==> src/design/mac_pkg.sv <==
package mac_pkg;

  localparam int QTY_W     = 12;
  localparam int QSTEP_W   = $clog2(QTY_W);
  localparam int WIN_REG_W = 7;
  localparam int CFG_IDX_W = 2;

  localparam logic [QTY_W-1:0] QTY_TEN = 12'd2560;

  localparam logic [CFG_IDX_W-1:0] REG_SHORT_WINDOW = 2'd0;
  localparam logic [CFG_IDX_W-1:0] REG_LONG_WINDOW  = 2'd1;

  localparam logic [WIN_REG_W-1:0] SHORT_WINDOW_RST = 7'd5;
  localparam logic [WIN_REG_W-1:0] LONG_WINDOW_RST  = 7'd20;

  typedef enum logic [1:0] {
    ACT_NONE = 2'd0,
    ACT_BUY  = 2'd1,
    ACT_SELL = 2'd2
  } action_t;

  typedef struct packed {
    logic shift_in;
    logic rotate;
  } cell_ctrl_t;

endpackage

==> src/design/mac_cell.sv <==
module mac_cell #(
  parameter int PRICE_BITS = 24
) (
  input  logic                    clk,
  input  logic                    rst_n,
  input  mac_pkg::cell_ctrl_t     ctrl,
  input  logic [PRICE_BITS-1:0]   from_prev,
  input  logic [PRICE_BITS-1:0]   from_next,
  output logic [PRICE_BITS-1:0]   price
);

  logic [PRICE_BITS-1:0] price_r;

  always_ff @(posedge clk) begin
    if (!rst_n) begin
      price_r <= '0;
    end else if (ctrl.shift_in) begin
      price_r <= from_prev;
    end else if (ctrl.rotate) begin
      price_r <= from_next;
    end
  end

  assign price = price_r;

endmodule

==> config.mk <==
export PLATFORM = sky130hd
export DESIGN_NAME = mac_cell
export DESIGN_NICKNAME = d
export VERILOG_FILES = /design/src/design/mac_pkg.sv /design/src/design/mac_cell.sv
export SDC_FILE = /design/constraint.sdc
export NUM_CORES = 1
export LEC_CHECK = 0
export ABC_AREA = 1
export ABC_CLOCK_PERIOD_IN_PS = 900
export BUFFER_PORTS_ARGS = -buffer_cell sky130_fd_sc_hd__buf_2
export CORE_MARGIN = 2
export CORE_UTILIZATION = 35
export CTS_CLUSTER_DIAMETER = 200
export DETAILED_ROUTE_END_ITERATION = 10
export PLACE_DENSITY = 0.67
export SLEW_MARGIN = 15
export SYNTH_ARGS = -nofsm -noshare
export SYNTH_HDL_FRONTEND = slang
export SYNTH_SLANG_ARGS = --single-unit
==> constraint.sdc <==
create_clock -name clk -period 0.9 [get_ports clk]
set_clock_uncertainty 0.1 [all_clocks]
set_input_delay 0.09 -clock clk [delete_from_list [all_inputs] [get_ports clk]]
set_output_delay 0.09 -clock clk [all_outputs]
set_load 0.01 [all_outputs]
==> results of run 1 <==
[how the worst max path moves through the flow]
stage	startpoint	to	slack (ps)
final	price[14]	price[14]	-70
after global routing	price[15]	price[15]	-130
after CTS	price[22]	price[22]	-90
after detailed placement	ctrl[1]	price[23]	-50
after global placement	ctrl[1]	price[21]	-20
after floorplan	ctrl[0]	price[10]	70
[cell usage after synthesis]
cell type / n
nand3_1: 48
buf_6: 2
nand2_2: 10
buf_12: 1
nand2_1: 62
nor2_8: 1
inv_1: 24
dfxtp_1: 24
buf_4: 4
buf_2: 5
inv_4: 1
[cell type report]
cell class | count | area [um^2]
repair buffers | 127 | 1040
fillers | 284 | 1010
multi-input cells | 121 | 613
flip-flops and latches | 24 | 510
inverters | 25 | 96.3
well taps | 46 | 57.6
clock buffers | 4 | 36.3
[layer usage]
| metal | vias to the layer above | wire [um] |
|---|---|---|
| met5 | - | 0 |
| met4 | 0 | 22 |
| met3 | 4 | 265 |
| met2 | 70 | 2260 |
| met1 | 713 | 1720 |
| li1 | 796 | - |
[timing repair]
action                                  4_1_cts  5_1_grt
setup buffers                                10        1
endpoints found under the setup margin       24       36
endpoints found under the hold margin        24        0
resized for setup                            48       19
hold buffers                                 34        0
pin swaps                                     0        7
[cell families after synthesis]
| kind of cell | count (synthesis) | share of synthesized area |
|---|---|---|
| buf+inv | 37 | 0.158 |
| simple gates | 121 | 0.452 |
| flops | 24 | 0.391 |
[power breakdown]
group | total [uW] | switching, uW | leakage [uW] | internal [uW]
Combinational | 798 | 333 | 0.00110 | 465
Sequential | 1200 | 52.4 | 0.000207 | 1150
Clock | 567 | 320 | 0.0000210 | 246
Total | 2560 | 705 | 0.00133 | 1860
[stage by stage]
stage / area, um^2 / hold WS [ps] / utilization / worst slack (ps)
floorplan: 1230 / 87.6 / - / 65.0
global placement: 1650 / 282 / 0.491 / -24.4
detailed placement: 1650 / 289 / 0.491 / -47.0
CTS: 2280 / 0.303 / 0.679 / -87.6
global route: 2350 / 6.63 / 0.699 / -133
finish: 2350 / 3.08 / 0.699 / -70.5
==> results.ini, run 1 <==
[run_status]
outcome=finished with violations
violations=negative setup slack

[yosys]
synth_area_leader_cell=dfxtp_1
netlist-cell-type-count=11
yosysWarnings=0
synthTopCellsByArea=dfxtp_1, nand3_1, nand2_1
synth_cells=182
syn-num-nets=234
synth_area_mm2=0.00123
synth-seq-cells=24
yosysSeqAreaShare=0.391
synth_top_area_frac=0.391
syn_avg_cell_area_um2=6.76

[floorplan]
io_pins=76
design.die.area_mm2=0.00400
rows=21
coreArea_mm2=0.00336
start_util=0.366
die_w_um=63.3
die_h_um=63.3

[timing]
setup_viol_count_final=24
finalCriticalPeriod_ps=971
hold_viol=0
rsz0062_at_grt=true
setup_slack_ps=-70.5
slew_viol_final=0
worst_pin_slew_ps=467
min_period_over_period=1.08
slew_headroom=0.689
finalSetupTns_ps=-1380
fmax_mhz=1030

[layout]
synthToLayoutAreaGrowth_pct=91.3
layout.cells.non_filler=347
drive_gt1_frac=0.495
final_common_cell=nand2_1
largest_register_ffs=24
antenna_cells=0
finalNetCount=354
most-common-layout-cells=nand2_1, buf_2, nand3_1

[setup_path]
crit_buf_inv=1
cp.arrival_ps=780
end_kind=primary output
path_depth=1
crit_path_cell_trace=buf_6
crit_family=flip-flops
critPathLaunchType=flip-flop
required_ps=710
timing.rr.end=price[13]
crit_fanout=2
reg2regPathDepth=5
slowest_stage=dfxtp_2
crit_path_max_incr_delay_ps=370
r2r_slack_ps=30
reg2reg_from=price[13]
path_class=flip-flop to primary output

[min_path]
min_to=price[7]
hold_path.class=primary input to flip-flop
whs_path_depth=5
hold_start=from_next[7]

[power_and_ir_drop]
vdd_ir_drop_max_mv=0.671
power.leakage_uw=0.00133
power.density_mw_per_mm2=1090
finalPower_uw=2560

[place]
gp_congestion=0.748
dp_hpwl_um=2350
portBuffers=75
dpl.cell_count=299

[grt]
antenna_found_initial=0
use_met3=0.0375
grt_usage=0.213
grt.met1_usage=0.251
grt_max_degree=25
grt_busiest_layer=met2
overflow=0
grt_first_pass_wirelength_um=6930
grt_pass1_vias=1544
met2_usage=0.407

[job]
drv_cap=0

[detailed_routing]
dr.pass1.iters=4
wl_per_cell_um=12.3
vias=1583
drc_errors=0
ant_nets=0
drtIter0Drc=82
via_per_inst=4.56
wirelength_um=4270

[clock_tree]
clock-sinks=24
clock_latency_ps=300
cts_root_buf=clkbuf_4
clk_pin_slew_worst_paths_ps=130
tritoncts=yes
clockBufferDepth=2
numCtsBuffers=3
htree_levels=1

(Power assumes the default switching activity.)
==> run 2, diff against run 1 <==
--- a/config.mk
+++ b/config.mk
@@ -6,13 +6,15 @@
 export NUM_CORES = 1
 export LEC_CHECK = 0
 export ABC_AREA = 1
-export ABC_CLOCK_PERIOD_IN_PS = 900
+export ABC_CLOCK_PERIOD_IN_PS = 1000
 export BUFFER_PORTS_ARGS = -buffer_cell sky130_fd_sc_hd__buf_2
+export CELL_PAD_IN_SITES_DETAIL_PLACEMENT = 0
+export CELL_PAD_IN_SITES_GLOBAL_PLACEMENT = 1
 export CORE_MARGIN = 2
-export CORE_UTILIZATION = 35
+export CORE_UTILIZATION = 27
 export CTS_CLUSTER_DIAMETER = 200
 export DETAILED_ROUTE_END_ITERATION = 10
-export PLACE_DENSITY = 0.67
+export PLACE_DENSITY_LB_ADDON = 0.1
 export SLEW_MARGIN = 15
 export SYNTH_ARGS = -nofsm -noshare
 export SYNTH_HDL_FRONTEND = slang
==> constraint.sdc (replaced) <==
create_clock -name clk -period 1 [get_ports clk]
set_clock_uncertainty 0.1 [all_clocks]
set_input_delay 0.1 -clock clk [delete_from_list [all_inputs] [get_ports clk]]
set_output_delay 0.1 -clock clk [all_outputs]
set_load 0.01 [all_outputs]
==> results.ini, run 2 (synthesis results as in run 1) <==
[setup_path]
crit_buf_inv=1
crit_path_max_incr_delay_ps=350
timing.rr.end=price[15]
required_ps=800
crit_fanout=2
reg2reg_from=price[15]
end_kind=primary output
crit_path_cell_trace=buf_2
reg2regPathDepth=4
r2r_slack_ps=260
path_class=flip-flop to primary output
critPathLaunchType=flip-flop
crit_family=flip-flops
slowest_stage=dfxtp_1
cp.arrival_ps=750

[clock_tree]
numCtsBuffers=3
hold_buffers=0
clock-sinks=24
clk_pin_slew_worst_paths_ps=80
cts_resized=0
tritoncts=yes
cts_root_buf=clkbuf_8
clockBufferDepth=2
clock_latency_ps=260
cts_setup_buffers=0
htree_levels=1

[power_and_ir_drop]
power.leakage_uw=0.00105
seq_power_share=0.489
p_int_uw=1590
sw_frac_of_total=0.263
pwr-share-comb=0.214
clockPowerShare=0.297
vdd_ir_drop_max_mv=0.371
power.density_mw_per_mm2=1260
power_switching_uw=568

[floorplan]
start_util=0.281
design.die.area_mm2=0.00511
coreArea_mm2=0.00438
io_pins=76
rows=24
die_w_um=71.5
die_h_um=71.5

[grt]
antenna_found_initial=0
overflow=0
grt_pass1_vias=1252
grt_first_pass_wirelength_um=5560
grt_usage=0.135
grt_max_degree=25

[detailed_routing]
drtIter0Drc=21
wl_per_cell_um=11.0
drc_errors=0
via_per_inst=4.26
wirelength_um=3350
dr.pass1.iters=4
vias=1304
ant_nets=0

[run_status]
outcome=finished, final reports clean

[place]
dp_hpwl_um=2430
portBuffers=75
gp_congestion=0.730
dpl.cell_count=302
dpl_cell_area_mm2=0.00165

[layout]
layout.cells.non_filler=306
fin_area_mm2=0.00171
antenna_cells=0
largest_register_ffs=24
most-common-layout-cells=buf_2, nand2_1, nand3_1
synthToLayoutAreaGrowth_pct=38.7
finalNetCount=307
final_common_cell=buf_2
drive_gt1_frac=0.386

[job]
drv_cap=0

[min_path]
hold_path.class=primary input to flip-flop
whs_path_depth=5
min_to=price[23]
hold_start=from_prev[23]

[timing]
fmax_mhz=1060
worst_pin_slew_ps=468
slew_viol_final=0
slew_headroom=0.688
whs_ps=28.4
hold_viol=0
finalSetupTns_ps=0
min_period_over_period=0.947
setup_viol_count_final=0
rsz0062_at_grt=false
finalCriticalPeriod_ps=947

## run 2: power by group through the flow
stage / registers, uW / logic, uW / clock network [uW]
finish: 1050 / 461 / 640
global route: 1060 / 522 / 720
CTS: 1050 / 472 / 687
detailed placement: 1080 / 470 / 0
global placement: 1080 / 472 / 0
floorplan: 1110 / 230 / 0
## run 2: metrics by stage
| stage | worst slack (ps) | power [uW] | util |
|---|---|---|---|
| 6_report | 53.2 | 2160 | 0.389 |
| 5_1_grt | 0.221 | 2310 | 0.389 |
| 3_3_place_gp | 39.3 | 1550 | 0.376 |
| 4_1_cts | 26.0 | 2210 | 0.388 |
| 2_1_floorplan | 155 | 1340 | - |
| 3_5_place_dp | 31.5 | 1550 | 0.376 |
## run 2: worst min-delay path, delay by kind of cell
family	cells	cell delay, ps
buffers and inverters	2	110
AND/OR/NAND/NOR	3	150
## run 2: worst max path at each step
| stage | endpoint | from | cells after the start | slack [ps] |
|---|---|---|---|---|
| floorplan | price[10] | ctrl[0] | 6 | 160 |
| global placement | price[20] | ctrl[1] | 6 | 40 |
| detailed placement | price[6] | ctrl[1] | 6 | 30 |
| CTS | price[16] | price[16] | 1 | 30 |
| global route | price[22] | price[22] | 1 | 0.2 |
| finish | price[15] | price[15] | 1 | 50 |
## run 2: area by class of cell
type / count / area (um^2)
clock buffers: 4 / 55.1
multi-input cells: 121 / 556
fillers: 488 / 2680
well taps: 52 / 65.1
repair buffers: 80 / 450
inverters: 25 / 96.3
flip-flops and latches: 24 / 483
## run 2: metal layers
metal	vias up	share of wire	GRT usage
met4	0	0.0057	0.0314
met3	2	0.090	0.0352
met5	-	0	0
met1	552	0.47	0.177
li1	703	-	-
met2	47	0.44	0.222
==> run 3, diff against run 2 <==
--- a/config.mk
+++ b/config.mk
@@ -14,6 +14,7 @@
 export CORE_UTILIZATION = 27
 export CTS_CLUSTER_DIAMETER = 200
 export DETAILED_ROUTE_END_ITERATION = 10
+export MAX_ROUTING_LAYER = met4
 export PLACE_DENSITY_LB_ADDON = 0.1
 export SLEW_MARGIN = 15
 export SYNTH_ARGS = -nofsm -noshare
==> results.ini, run 3 (synthesis results as in run 1) <==
[run_status]
outcome=finished, final reports clean

[detailed_routing]
vias=1301
wl_per_cell_um=11.0
drtIter0Drc=20
wirelength_um=3360
dr.pass1.iters=4
drc_errors=0
via_per_inst=4.25
ant_nets=0

[min_path]
hold_path.class=primary input to flip-flop
hold_start=from_prev[23]

[layout]
synthToLayoutAreaGrowth_pct=38.7
most-common-layout-cells=buf_2, nand2_1, nand3_1
antenna_cells=0
largest_register_ffs=24
final_core_util=0.389
finalNetCount=307
fin_area_mm2=0.00171
final_common_cell=buf_2
drive_gt1_frac=0.386
fillers=488

[floorplan]
die_w_um=71.5
design.die.area_mm2=0.00511
coreArea_mm2=0.00438
start_util=0.281
rows=24
io_pins=76
die_h_um=71.5

[place]
gp_congestion=0.739
portBuffers=75
dp_hpwl_um=2430
dpl_cell_area_mm2=0.00165
dp_worst_setup_slack_ps=31.5

[clock_tree]
cts_setup_buffers=0
htree_levels=1
tritoncts=yes
numCtsBuffers=3
clk_pin_slew_worst_paths_ps=80
clockBufferDepth=2
clock_latency_ps=260
clock-sinks=24
cts_root_buf=clkbuf_8

[setup_path]
timing.rr.end=price[15]
cp.arrival_ps=750
cp-startpoint=price[15]
required_ps=800
path_depth=1
crit_buf_inv=1
r2r_slack_ps=260
crit_path_max_incr_delay_ps=350
crit_path_cell_trace=buf_2
reg2regPathDepth=4
end_kind=primary output
reg2reg_from=price[15]
critical_path.endpoint=price[15]
crit_fanout=2
path_class=flip-flop to primary output
critPathLaunchType=flip-flop
crit_family=flip-flops
slowest_stage=dfxtp_1

[timing]
min_period_over_period=0.947
finalCriticalPeriod_ps=947
slew_headroom=0.688
rsz0062_at_grt=false
slew_viol_final=0
setup_viol_count_final=0
hold_viol=0
worst_pin_slew_ps=468
setup_slack_ps=53.2
finalSetupTns_ps=0
fmax_mhz=1060

[grt]
grt_first_pass_wirelength_um=5560
grt_usage=0.139
overflow=0
antenna_found_initial=0
grt_max_degree=25
grt_pass1_vias=1252

[job]
drv_cap=0

[power_and_ir_drop]
power.density_mw_per_mm2=1260
vdd_ir_drop_max_mv=0.371
power.leakage_uw=0.00105

[run 3: cell type report]
type	instances	area, um^2	share of cell area
Inverter	25	96.3	0.0565
Sequential cell	24	483	0.283
Multi-Input combinational cell	121	556	0.326
Clock buffer	4	55.1	0.0323
Timing Repair Buffer	80	450	0.264
Tap cell	52	65.1	0.0382
[run 3: how the worst min path moves through the flow]
stage	endpoint	slack (ps)	cells past startpoint
after CTS	price[23]	20	5
after global placement	price[4]	300	5
final	price[23]	30	5
after global routing	price[2]	40	5
after floorplan	price[0]	100	2
after detailed placement	price[2]	300	5
[run 3: through the flow]
stage,hold slack [ps],power [uW],std cells
2_1_floorplan,97.6,1340,182
4_1_cts,21.2,2210,306
3_5_place_dp,300,1550,302
6_report,28.4,2150,306
3_3_place_gp,300,1550,302
5_1_grt,39.5,2310,306
[run 3: what timing repair did]
action,4_1_cts,5_1_grt
resized for setup,0,2
endpoints found under the setup margin,0,2
hold buffers,0,0
[run 3: worst min-delay path: stages]
cell     delay [ps]
buf_2            70
nand2_1          40
nand3_1          70
nand2_1          40
inv_1            40
[run 3: metal layers]
| layer | global-route usage | up-vias | part of all wire |
|---|---|---|---|
| met5 | - | - | 0 |
| met2 | 0.222 | 47 | 0.44 |
| met4 | 0.0314 | 0 | 0.0057 |
| met1 | 0.181 | 549 | 0.47 |
| met3 | 0.0281 | 2 | 0.080 |
| li1 | - | 703 | - |
[run 3: where the power goes]
group | total (uW) | internal (uW) | switching, uW
combinational | 461 | 217 | 244
sequential | 1050 | 1020 | 34.2
clock | 640 | 350 | 289
