`config.mk`:
```
export PLATFORM = sky130hd
export DESIGN_NAME = mac_divider
export DESIGN_NICKNAME = d
export VERILOG_FILES = /design/src/design/mac_pkg.sv /design/src/design/mac_divider.sv
export SDC_FILE = /design/constraint.sdc
export NUM_CORES = 1
export LEC_CHECK = 0
export ABC_AREA = 1
export BUFFER_PORTS_ARGS = -buffer_cell sky130_fd_sc_hd__buf_2
export CAP_MARGIN = 10
export CORE_AREA = 4 4 111 113
export DETAILED_ROUTE_END_ITERATION = 6
export DIE_AREA = 0 0 115 117
export GPL_TIMING_DRIVEN = 0
export MAX_ROUTING_LAYER = met4
export SLEW_MARGIN = 10
export SYNTH_ARGS = -nofsm -noshare
export SYNTH_HDL_FRONTEND = slang
export SYNTH_SLANG_ARGS = --single-unit
```
`constraint.sdc`:
```
create_clock -name clk -period 2.08 [get_ports clk]
set_input_delay 0.104 -clock clk [delete_from_list [all_inputs] [get_ports clk]]
set_output_delay 0.104 -clock clk [all_outputs]
set_load 0.01 [all_outputs]
```
`src/design/mac_pkg.sv`:
```
package mac_pkg;

  localparam int QTY_W     = 12;
  localparam int QSTEP_W   = $clog2(QTY_W);
  localparam int WIN_REG_W = 7;
  localparam int CFG_IDX_W = 2;

  localparam logic [QTY_W-1:0] QTY_TEN = 12'd2560;

  localparam logic [CFG_IDX_W-1:0] REG_SHORT_WINDOW = 2'd0;
  localparam logic [CFG_IDX_W-1:0] REG_LONG_WINDOW  = 2'd1;

  localparam logic [WIN_REG_W-1:0] SHORT_WINDOW_RST = 7'd5;
  localparam logic [WIN_REG_W-1:0] LONG_WINDOW_RST  = 7'd20;

  typedef enum logic [1:0] {
    ACT_NONE = 2'd0,
    ACT_BUY  = 2'd1,
    ACT_SELL = 2'd2
  } action_t;

  typedef struct packed {
    logic shift_in;
    logic rotate;
  } cell_ctrl_t;

endpackage

```
`src/design/mac_divider.sv`:
```
module mac_divider #(
  parameter int NUM_W = 19,
  parameter int DEN_W = 7
) (
  input  logic                      clk,
  input  logic                      rst_n,
  input  logic                      start,
  input  logic [NUM_W-1:0]          numerator,
  input  logic [DEN_W-1:0]          denominator,
  output logic                      done,
  output logic [mac_pkg::QTY_W-1:0] quotient
);

  localparam int DSH_W = DEN_W + mac_pkg::QTY_W - 1;
  localparam int CMP_W = (NUM_W > DSH_W) ? NUM_W : DSH_W;

  logic                          busy_r;
  logic                          done_r;
  logic [mac_pkg::QSTEP_W-1:0]   step_r;
  logic [NUM_W-1:0]              rem_r;
  logic [DSH_W-1:0]              dsh_r;
  logic [mac_pkg::QTY_W-1:0]     q_r;
  logic                          fits;

  // quotient is known to stay below 2**QTY_W, so QTY_W trial subtractions do
  assign fits = CMP_W'(rem_r) >= CMP_W'(dsh_r);

  always_ff @(posedge clk) begin
    if (!rst_n) begin
      busy_r <= 1'b0;
      done_r <= 1'b0;
      step_r <= '0;
    end else begin
      done_r <= 1'b0;
      if (start) begin
        busy_r <= 1'b1;
        step_r <= mac_pkg::QSTEP_W'(mac_pkg::QTY_W - 1);
      end else if (busy_r) begin
        if (step_r == '0) begin
          busy_r <= 1'b0;
          done_r <= 1'b1;
        end else begin
          step_r <= step_r - 1'b1;
        end
      end
    end
  end

  always_ff @(posedge clk) begin
    if (start) begin
      rem_r <= numerator;
      dsh_r <= DSH_W'(denominator) << (mac_pkg::QTY_W - 1);
      q_r   <= '0;
    end else if (busy_r) begin
      if (fits) begin
        rem_r <= rem_r - NUM_W'(dsh_r);
      end
      dsh_r <= dsh_r >> 1;
      q_r   <= {q_r[mac_pkg::QTY_W-2:0], fits};
    end
  end

  assign done     = done_r;
  assign quotient = q_r;

endmodule

```
==> results of run 1 <==
## cell type report
| class | instances | area, um2 | share of cell area (%) |
|---|---|---|---|
| flip-flops and latches | 55 | 1360 | 33.0 |
| inverters | 58 | 218 | 5.27 |
| multi-input cells | 327 | 1900 | 46.1 |
| clock buffers | 5 | 125 | 3.03 |
| plain buffers | 14 | 62.6 | 1.52 |
| repair buffers | 44 | 253 | 6.12 |
| well taps | 143 | 179 | 4.33 |
| clock inverters | 3 | 26.3 | 0.637 |
## through the flow
step	hold WS (ns)	instance area, um2	instances	worst slack (ns)	power, mW
2_1_floorplan	0.260	3320	454	0.129	2.55
4_1_cts	0.0572	3910	648	0.0367	3.83
3_3_place_gp	0.368	3710	638	-0.262	2.88
6_report	0.0588	4130	649	0.0946	4.07
5_1_grt	0.0662	4130	649	-0.00746	4.37
3_5_place_dp	0.367	3710	638	-0.306	2.90
## cell families after synthesis
logic type               synth area share [%]
XOR/XNOR                                 2.11
buffers and inverters                    8.45
AND/OR/NAND/NOR                          29.4
AO/OA/AOI/OAI                            10.8
adder cells (fa/ha/maj)                  8.14
flip-flops                               41.0
## worst max-delay path, stage by stage (launching register included)
cell and delay, ns:
sky130_fd_sc_hd__edfxtp_1 0.43, sky130_fd_sc_hd__ha_4 0.31, sky130_fd_sc_hd__nand2_1 0.08, sky130_fd_sc_hd__inv_1 0.10
sky130_fd_sc_hd__nand2_1 0.10, sky130_fd_sc_hd__nor2_2 0.14, sky130_fd_sc_hd__nand4_1 0.09, sky130_fd_sc_hd__nand2_1 0.08
sky130_fd_sc_hd__nand2_1 0.10, sky130_fd_sc_hd__nand3_4 0.13, sky130_fd_sc_hd__buf_12 0.14
## cells in the mapped netlist (5+ instances only)
cell	count
sky130_fd_sc_hd__ha_1	20
sky130_fd_sc_hd__nand2_2	6
sky130_fd_sc_hd__o21ai_0	36
sky130_fd_sc_hd__nand2_1	129
sky130_fd_sc_hd__nand3_1	28
sky130_fd_sc_hd__xnor2_1	5
sky130_fd_sc_hd__dfxtp_1	29
sky130_fd_sc_hd__a21oi_1	31
sky130_fd_sc_hd__nand3b_1	5
sky130_fd_sc_hd__clkbuf_1	8
sky130_fd_sc_hd__edfxtp_1	26
sky130_fd_sc_hd__buf_2	5
sky130_fd_sc_hd__inv_1	58
sky130_fd_sc_hd__nor2_1	42
## layer usage
| metal | vias up | routed length, um | share of wire (%) | GRT usage [%] |
|---|---|---|---|---|
| li1 | 1569 | - | - | - |
| met2 | 53 | 4220 | 50 | 21.5 |
| met3 | 11 | 209 | 2.5 | 2.06 |
| met4 | 0 | 125 | 1.5 | 3.99 |
| met1 | 1365 | 3850 | 46 | 15.8 |
| met5 | - | 0 | 0 | - |
## sequential cells by signal (all words and copies together), names as in the netlist
register,cells
busy_r,1
done,1
dsh_r,18
quotient,12
rem_r,19
step_r,4
## what timing repair did
action,CTS,global route
pin swaps,1,2
buffers inserted,2,1
resized for setup,3,29
gates cloned,0,0
setup endpoints to repair,21,22
## report_power, final
part | leakage (nW) | internal, mW | total, mW | switching (mW)
logic | 1.32 | 0.733 | 1.74 | 1.01
registers | 0.505 | 1.33 | 1.43 | 0.104
clock network | 0.0767 | 0.462 | 0.892 | 0.430
total | 1.90 | 2.52 | 4.07 | 1.54
## worst min-delay path by stage
stage | endpoint | from | depth (start not counted)
2_1_floorplan | done$_SDFF_PP0_ | rst_n | 2
3_3_place_gp | dsh_r[17]$_DFFE_PP_ | denominator[6] | 3
3_5_place_dp | dsh_r[17]$_DFFE_PP_ | denominator[6] | 3
4_1_cts | dsh_r[17]$_DFFE_PP_ | denominator[6] | 3
5_1_grt | dsh_r[17]$_DFFE_PP_ | denominator[6] | 3
6_report | dsh_r[17]$_DFFE_PP_ | denominator[6] | 3
==> report_table.html, run 1 <==
<table>
<tr><th>Metric</th><th>Value</th></tr>
<tr><th colspan="2">Logic synthesis</th></tr>
<tr><td>Ranking of synthesized cells by area</td><td>sky130_fd_sc_hd__edfxtp_1 24%, sky130_fd_sc_hd__dfxtp_1 17%, sky130_fd_sc_hd__nand2_1 15%</td></tr>
<tr><td>Number of warnings reported in the yosys synthesis log</td><td>0</td></tr>
<tr><td>Unique cell type count in the Yosys netlist</td><td>27</td></tr>
<tr><td>Async set or reset register ratio after synthesis</td><td>0%</td></tr>
<tr><td>Sequential fraction of the synthesis area</td><td>41.0%</td></tr>
<tr><td>Netlist area before placement</td><td>3320 um2</td></tr>
<tr><td>Primary FF master, synth</td><td>sky130_fd_sc_hd__dfxtp_1</td></tr>
<tr><td>Top-area cell type share of the netlist area</td><td>23.5%</td></tr>
<tr><td>Average footprint of a synthesized cell</td><td>~7.3 um2</td></tr>
<tr><td>Biggest area consumer among synthesized cells</td><td>sky130_fd_sc_hd__edfxtp_1</td></tr>
<tr><td>Flip-flop and latch count after synthesis</td><td>55</td></tr>
<tr><td>Number of enable flip-flop cells after synthesis</td><td>26</td></tr>
<tr><td>Number of nets produced by synthesis</td><td>approximately 500</td></tr>
<tr><td>Number of instances in the synthesized netlist</td><td>roughly 450</td></tr>
<tr><th colspan="2">Placement</th></tr>
<tr><td>Final weighted congestion of routability-driven global placement</td><td>slightly below 0.9</td></tr>
<tr><td>Half-perimeter wire length after detailed placement</td><td>between 6 and 7 mm</td></tr>
<tr><td>Count of port buffers added during placement</td><td>approximately 40</td></tr>
<tr><th colspan="2">Clock network</th></tr>
<tr><td>Worst-Skew Late Latency</td><td>~0.30 ns</td></tr>
<tr><td>CTS Buf Count</td><td>5</td></tr>
<tr><td>Total clock sinks</td><td>55</td></tr>
<tr><td>Max H-tree Level</td><td>2</td></tr>
<tr><td>Post-CTS Hold Fix Bufs</td><td>0</td></tr>
<tr><td>Clk buf depth</td><td>2</td></tr>
<tr><td>Root buffer selected by CTS</td><td>sky130_fd_sc_hd__clkbuf_16</td></tr>
<tr><td>Clock tree from TritonCTS</td><td>yes</td></tr>
<tr><td>Clock-pin slew on the worst setup and hold paths</td><td>roughly 0.070 ns</td></tr>
<tr><th colspan="2">Final layout</th></tr>
<tr><td>Nets@finish</td><td>approximately 560</td></tr>
<tr><td>Share of the core filled with cells</td><td>36.5%</td></tr>
<tr><td># diodes</td><td>0</td></tr>
<tr><td>Leading cell type in the layout, fill and taps excluded</td><td>sky130_fd_sc_hd__nand2_1</td></tr>
<tr><td>Fraction of layout cells with a size suffix above 1</td><td>19.8%</td></tr>
<tr><td>Area growth, synth to finish</td><td>24.4%</td></tr>
<tr><td>Filler cells</td><td>roughly 1200</td></tr>
<tr><td>Leading cell types in the layout, fill and taps excluded</td><td>126 x sky130_fd_sc_hd__nand2_1, 57 x sky130_fd_sc_hd__inv_1, 46 x sky130_fd_sc_hd__buf_2, 41 x sky130_fd_sc_hd__nor2_1, 36 x sky130_fd_sc_hd__o21ai_0</td></tr>
<tr><th colspan="2">Detailed routing</th></tr>
<tr><td>Drt total wl</td><td>about 8.4 mm</td></tr>
<tr><td>DR iter-0 viols</td><td>around 130</td></tr>
<tr><td>Number of search-and-repair iterations in the first detailed-routing pass</td><td>4</td></tr>
<tr><td>Per-cell via count in the routed design</td><td>approximately 4.6</td></tr>
<tr><td>Drt wl/cell</td><td>12.9 um</td></tr>
<tr><td>Final ANT Viol Nets</td><td>0</td></tr>
<tr><td>DRC errors left</td><td>0</td></tr>
<tr><td>Via count</td><td>2998</td></tr>
<tr><th colspan="2">Critical path</th></tr>
<tr><td>Critical path launch point type</td><td>flop</td></tr>
<tr><td>Endpoint type of the worst setup path</td><td>flop</td></tr>
<tr><td>Reg2reg path depth</td><td>10</td></tr>
<tr><td>Reg2reg start</td><td>rem_r[9]$_DFFE_PP_</td></tr>
<tr><td>Biggest fanout along the worst timing path</td><td>10</td></tr>
<tr><td>Minimum setup slack among reg-to-reg paths</td><td>0.09 ns</td></tr>
<tr><td>CP startpoint</td><td>rem_r[9]$_DFFE_PP_</td></tr>
<tr><td>Data required time of the worst path</td><td>~2.1 ns</td></tr>
<tr><td>Worst setup path end</td><td>rem_r[6]$_DFFE_PP_</td></tr>
<tr><td>Destination of the worst register-to-register timing path</td><td>rem_r[6]$_DFFE_PP_</td></tr>
<tr><td>Classification of the worst setup path</td><td>flop to flop</td></tr>
<tr><td>Data arrival at the endpoint of the critical path</td><td>~2 ns</td></tr>
<tr><th colspan="2">Power</th></tr>
<tr><td>Power density cells</td><td>about 1000 nW/um2</td></tr>
<tr><td>Maximum vdd drop</td><td>about 0.00044 V</td></tr>
<tr><td>Pleak</td><td>1.90 nW</td></tr>
<tr><th colspan="2">STA</th></tr>
<tr><td>Count of endpoints failing hold in the final timing report</td><td>0</td></tr>
<tr><td>Maximum clock frequency</td><td>slightly above 500 MHz</td></tr>
<tr><td>Final count of negative-setup-slack endpoints</td><td>0</td></tr>
<tr><td>Number of pins exceeding their max-slew limit in the final report</td><td>0</td></tr>
<tr><td>Accumulated negative setup slack</td><td>0 ns</td></tr>
<tr><td>Fin crit period</td><td>1.99 ns</td></tr>
<tr><td>Slew at the pin with the worst max-slew slack</td><td>about 0.55 ns</td></tr>
<tr><td>Clock Skew</td><td>0.00470 ns</td></tr>
<tr><td>Rel. slew slack</td><td>63.3%</td></tr>
<tr><td>Fraction of the cycle the final worst path needs</td><td>between 90% and 100%</td></tr>
<tr><th colspan="2">Floorplan</th></tr>
<tr><td># IOs</td><td>42</td></tr>
<tr><td>Core region area</td><td>11300 um2</td></tr>
<tr><td>Total number of placement rows</td><td>39</td></tr>
<tr><td>Horiz. Die Dim</td><td>~120 um</td></tr>
<tr><td>DIE AREA</td><td>approximately 13000 um2</td></tr>
<tr><td>Initial Util</td><td>29.3%</td></tr>
<tr><td>Height of the chip</td><td>117 um</td></tr>
<tr><th colspan="2">GRT</th></tr>
<tr><td>Wire length of the first global-routing pass</td><td>between 10 and 15 mm</td></tr>
<tr><td>Grt ovf</td><td>0</td></tr>
<tr><td>Overall routing resource usage</td><td>roughly an eighth</td></tr>
<tr><td>Vias in the first global route</td><td>2898</td></tr>
<tr><td>Maximum number of pins on one net before global-route repair</td><td>20</td></tr>
<tr><td>Antenna violations before repair</td><td>0</td></tr>
<tr><th colspan="2">Flow run</th></tr>
<tr><td># Max-Cap Violations</td><td>0</td></tr>
<tr><th colspan="2">Run status</th></tr>
<tr><td>Run status</td><td>completed</td></tr>
<tr><th colspan="2">Worst hold path</th></tr>
<tr><td>Worst hold path class</td><td>input port to flop</td></tr>
</table>
No activity file was read; power rests on OpenSTA's default activity.
==> run 2, diff against run 1 <==
==> constraint.sdc (replaced) <==
create_clock -name clk -period 2.2 [get_ports clk]
set_input_delay 0.11 -clock clk [delete_from_list [all_inputs] [get_ports clk]]
set_output_delay 0.11 -clock clk [all_outputs]
set_load 0.01 [all_outputs]
==> run 2 against run 1 <==
Combinational power down 13%. Sequential share of layout area up 1.2 points. Highest routed layer unchanged. Total power down 10%. Wire length up 2.0%. Die area unchanged. Maximum frequency down 4.7%. Register-to-register slack better by 0.02 ns. Non-clock buffer count down 1. Count of clock-buffer cells in the layout unchanged.
==> report_table.html, run 2 (synthesis gave the netlist of run 1 again) <==
<table>
<tr><th>Metric</th><th>Value</th></tr>
<tr><th colspan="2">Detailed routing</th></tr>
<tr><td>Number of search-and-repair iterations in the first detailed-routing pass</td><td>4</td></tr>
<tr><td>Drt total wl</td><td>approximately 8.6 mm</td></tr>
<tr><td>Final ANT Viol Nets</td><td>0</td></tr>
<tr><td>Via count</td><td>about 3000</td></tr>
<tr><td>Per-cell via count in the routed design</td><td>~4.7</td></tr>
<tr><td>DRC errors left</td><td>0</td></tr>
<tr><td>Drt wl/cell</td><td>13.2 um</td></tr>
<tr><td>DR iter-0 viols</td><td>between 150 and 200</td></tr>
<tr><th colspan="2">Critical path</th></tr>
<tr><td>Endpoint type of the worst setup path</td><td>flop</td></tr>
<tr><td>Worst setup path end</td><td>rem_r[14]$_DFFE_PP_</td></tr>
<tr><td>CP startpoint</td><td>dsh_r[9]$_SDFFE_PP0P_</td></tr>
<tr><td>Reg2reg start</td><td>dsh_r[9]$_SDFFE_PP0P_</td></tr>
<tr><td>Critical path launch point type</td><td>flop</td></tr>
<tr><td>Biggest fanout along the worst timing path</td><td>9</td></tr>
<tr><td>Destination of the worst register-to-register timing path</td><td>rem_r[14]$_DFFE_PP_</td></tr>
<tr><td>Data arrival at the endpoint of the critical path</td><td>around 2.1 ns</td></tr>
<tr><td>Classification of the worst setup path</td><td>flop to flop</td></tr>
<tr><td>Data required time of the worst path</td><td>2.22 ns</td></tr>
<tr><td>Reg2reg path depth</td><td>11</td></tr>
<tr><td>Minimum setup slack among reg-to-reg paths</td><td>around 0.12 ns</td></tr>
<tr><th colspan="2">Final layout</th></tr>
<tr><td>Fraction of layout cells with a size suffix above 1</td><td>between 15 and 20%</td></tr>
<tr><td>Top register by number of flip-flops</td><td>rem_r</td></tr>
<tr><td>Leading cell type in the layout, fill and taps excluded</td><td>sky130_fd_sc_hd__nand2_1</td></tr>
<tr><td>Fin cells</td><td>around 650</td></tr>
<tr><td>Number of flip-flops in the largest register</td><td>19</td></tr>
<tr><td>Nets@finish</td><td>between 500 and 600</td></tr>
<tr><td>Area of all placed cells without fillers</td><td>between 3000 and 4000 um2</td></tr>
<tr><td>Leading cell types in the layout, fill and taps excluded</td><td>127 x sky130_fd_sc_hd__nand2_1, 57 x sky130_fd_sc_hd__inv_1, 46 x sky130_fd_sc_hd__buf_2, 41 x sky130_fd_sc_hd__nor2_1, 36 x sky130_fd_sc_hd__o21ai_0</td></tr>
<tr><td>Area growth, synth to finish</td><td>19.9%</td></tr>
<tr><td># diodes</td><td>0</td></tr>
<tr><th colspan="2">Clock network</th></tr>
<tr><td>Max H-tree Level</td><td>2</td></tr>
<tr><td>Root buffer selected by CTS</td><td>sky130_fd_sc_hd__clkbuf_16</td></tr>
<tr><td>CTS Buf Count</td><td>5</td></tr>
<tr><td>Clk buf depth</td><td>2</td></tr>
<tr><td>Clock tree from TritonCTS</td><td>yes</td></tr>
<tr><td>Worst-Skew Late Latency</td><td>roughly 0.3 ns</td></tr>
<tr><td>Clock-pin slew on the worst setup and hold paths</td><td>around 0.070 ns</td></tr>
<tr><td>Total clock sinks</td><td>55</td></tr>
<tr><th colspan="2">GRT</th></tr>
<tr><td>Wire length of the first global-routing pass</td><td>between 10 and 15 mm</td></tr>
<tr><td>Overall routing resource usage</td><td>13.1%</td></tr>
<tr><td>Vias in the first global route</td><td>slightly below 3000</td></tr>
<tr><td>Maximum number of pins on one net before global-route repair</td><td>20</td></tr>
<tr><td>Antenna violations before repair</td><td>0</td></tr>
<tr><td>Grt ovf</td><td>0</td></tr>
<tr><th colspan="2">STA</th></tr>
<tr><td>Count of endpoints failing hold in the final timing report</td><td>0</td></tr>
<tr><td>Clock Skew</td><td>~0.0034 ns</td></tr>
<tr><td>Worst-case hold slack</td><td>approximately 0.065 ns</td></tr>
<tr><td>Number of pins exceeding their max-slew limit in the final report</td><td>0</td></tr>
<tr><td>Final count of negative-setup-slack endpoints</td><td>0</td></tr>
<tr><td>Fraction of the cycle the final worst path needs</td><td>a little over nine tenths</td></tr>
<tr><td>Maximum clock frequency</td><td>roughly 480 MHz</td></tr>
<tr><td>Fin crit period</td><td>2.08 ns</td></tr>
<tr><td>Rel. slew slack</td><td>64.7%</td></tr>
<tr><td>Slew at the pin with the worst max-slew slack</td><td>0.529 ns</td></tr>
<tr><th colspan="2">Floorplan</th></tr>
<tr><td>Total number of placement rows</td><td>39</td></tr>
<tr><td># IOs</td><td>42</td></tr>
<tr><td>Horiz. Die Dim</td><td>roughly 120 um</td></tr>
<tr><td>DIE AREA</td><td>approximately 13000 um2</td></tr>
<tr><td>Core region area</td><td>roughly 11000 um2</td></tr>
<tr><td>Initial Util</td><td>between 20% and 30%</td></tr>
<tr><td>Height of the chip</td><td>approximately 120 um</td></tr>
<tr><th colspan="2">Placement</th></tr>
<tr><td>Final weighted congestion of routability-driven global placement</td><td>~0.89</td></tr>
<tr><td>Placed cells</td><td>638</td></tr>
<tr><td>Placed cell area</td><td>3700 um2</td></tr>
<tr><td>Count of port buffers added during placement</td><td>between 40 and 50</td></tr>
<tr><td>Half-perimeter wire length after detailed placement</td><td>6.46 mm</td></tr>
<tr><th colspan="2">Power</th></tr>
<tr><td>Switching portion of total power</td><td>between 30% and 40%</td></tr>
<tr><td>Relative contribution of the clock network to total power</td><td>22.3%</td></tr>
<tr><td>Internal power</td><td>approximately 2.3 mW</td></tr>
<tr><td>Part of the power in registers</td><td>a little over a third</td></tr>
<tr><td>Power density cells</td><td>919 nW/um2</td></tr>
<tr><td>Pleak</td><td>between 1.5 and 2 nW</td></tr>
<tr><td>Sw Pwr</td><td>approximately 1.4 mW</td></tr>
<tr><td>Power share of the combinational group</td><td>41.3%</td></tr>
<tr><td>Maximum vdd drop</td><td>0.000295 V</td></tr>
<tr><td>Total Power Consumption</td><td>between 3 and 4 mW</td></tr>
<tr><th colspan="2">Run status</th></tr>
<tr><td>Run status</td><td>completed</td></tr>
<tr><th colspan="2">Flow run</th></tr>
<tr><td># Max-Cap Violations</td><td>0</td></tr>
<tr><th colspan="2">Worst hold path</th></tr>
<tr><td>Worst hold path class</td><td>input port to flop</td></tr>
</table>
## run 2: per-layer routing
| layer | GRT usage, % | up-vias | wire (um) |
|---|---|---|---|
| li1 | - | 1556 | - |
| met1 | 16.1 | 1391 | 3990 |
| met2 | 22.1 | 74 | 4090 |
| met3 | 1.80 | 9 | 339 |
| met4 | 5.09 | 0 | 146 |
| met5 | - | - | 0 |
## run 2: per-stage QoR
| step | utilization, % | worst slack, ns | TNS [ns] |
|---|---|---|---|
| finish | 35.2 | 0.117 | 0 |
| global route | 35.2 | -0.0203 | -0.182 |
| CTS | 34.1 | 0.0668 | 0 |
| detailed placement | 32.7 | -0.543 | -10.29 |
| global placement | 32.7 | -0.535 | -10.15 |
| floorplan | - | 0.00989 | 0 |
## run 2: timing repair
item                                   in CTS  in global routing
gates cloned                                0                  1
setup endpoints to repair                  19                 21
hold buffers                                0                  0
endpoints found under the hold margin       0                  0
pin swaps                                   0                  0
gates resized for setup                     2                 13
buffers inserted                            0                  1
## run 2: worst min path at each step
| stage | startpoint | endpoint | slack (ns) | cells after the start |
|---|---|---|---|---|
| after floorplan | rst_n | done$_SDFF_PP0_ | 0.27 | 2 |
| after global placement | denominator[6] | dsh_r[17]$_DFFE_PP_ | 0.38 | 3 |
| after detailed placement | denominator[6] | dsh_r[17]$_DFFE_PP_ | 0.38 | 3 |
| after global routing | denominator[6] | dsh_r[17]$_DFFE_PP_ | 0.09 | 3 |
| final | denominator[6] | dsh_r[17]$_DFFE_PP_ | 0.07 | 3 |
| after CTS | denominator[6] | dsh_r[17]$_DFFE_PP_ | 0.06 | 3 |
## run 2: area by class of cell
| class | instances | area, um2 |
|---|---|---|
| clock buffer | 5 | 125 |
| multi-input combinational | 327 | 1760 |
| sequential | 55 | 1360 |
| fill | 1217 | 7340 |
| buffer | 14 | 62.6 |
| timing repair buffer | 43 | 250 |
| tap | 143 | 179 |
| inverter | 58 | 218 |
| clock inverter | 3 | 22.5 |
## run 2: power by group through the flow
| stage | Sequential (mW) | Combinational, mW | Clock, mW |
|---|---|---|---|
| 6_report | 1.33 | 1.51 | 0.814 |
| 5_1_grt | 1.35 | 1.73 | 0.876 |
| 4_1_cts | 1.32 | 1.41 | 0.842 |
| 3_5_place_dp | 1.35 | 1.40 | 0 |
| 3_3_place_gp | 1.34 | 1.38 | 0 |
| 2_1_floorplan | 1.33 | 1.08 | 0 |
## run 2: worst max-delay path, stage by stage (launching register included)
cell and delay (ns):
sky130_fd_sc_hd__dfxtp_1 0.32, sky130_fd_sc_hd__inv_1 0.06, sky130_fd_sc_hd__ha_1 0.36, sky130_fd_sc_hd__nand2_1 0.11, sky130_fd_sc_hd__inv_1 0.08, sky130_fd_sc_hd__nand2_1 0.10, sky130_fd_sc_hd__nor2_2 0.14, sky130_fd_sc_hd__nand4_1 0.12
sky130_fd_sc_hd__nand2_1 0.09, sky130_fd_sc_hd__nand2_1 0.11, sky130_fd_sc_hd__nand3_4 0.14, sky130_fd_sc_hd__clkbuf_16 0.17
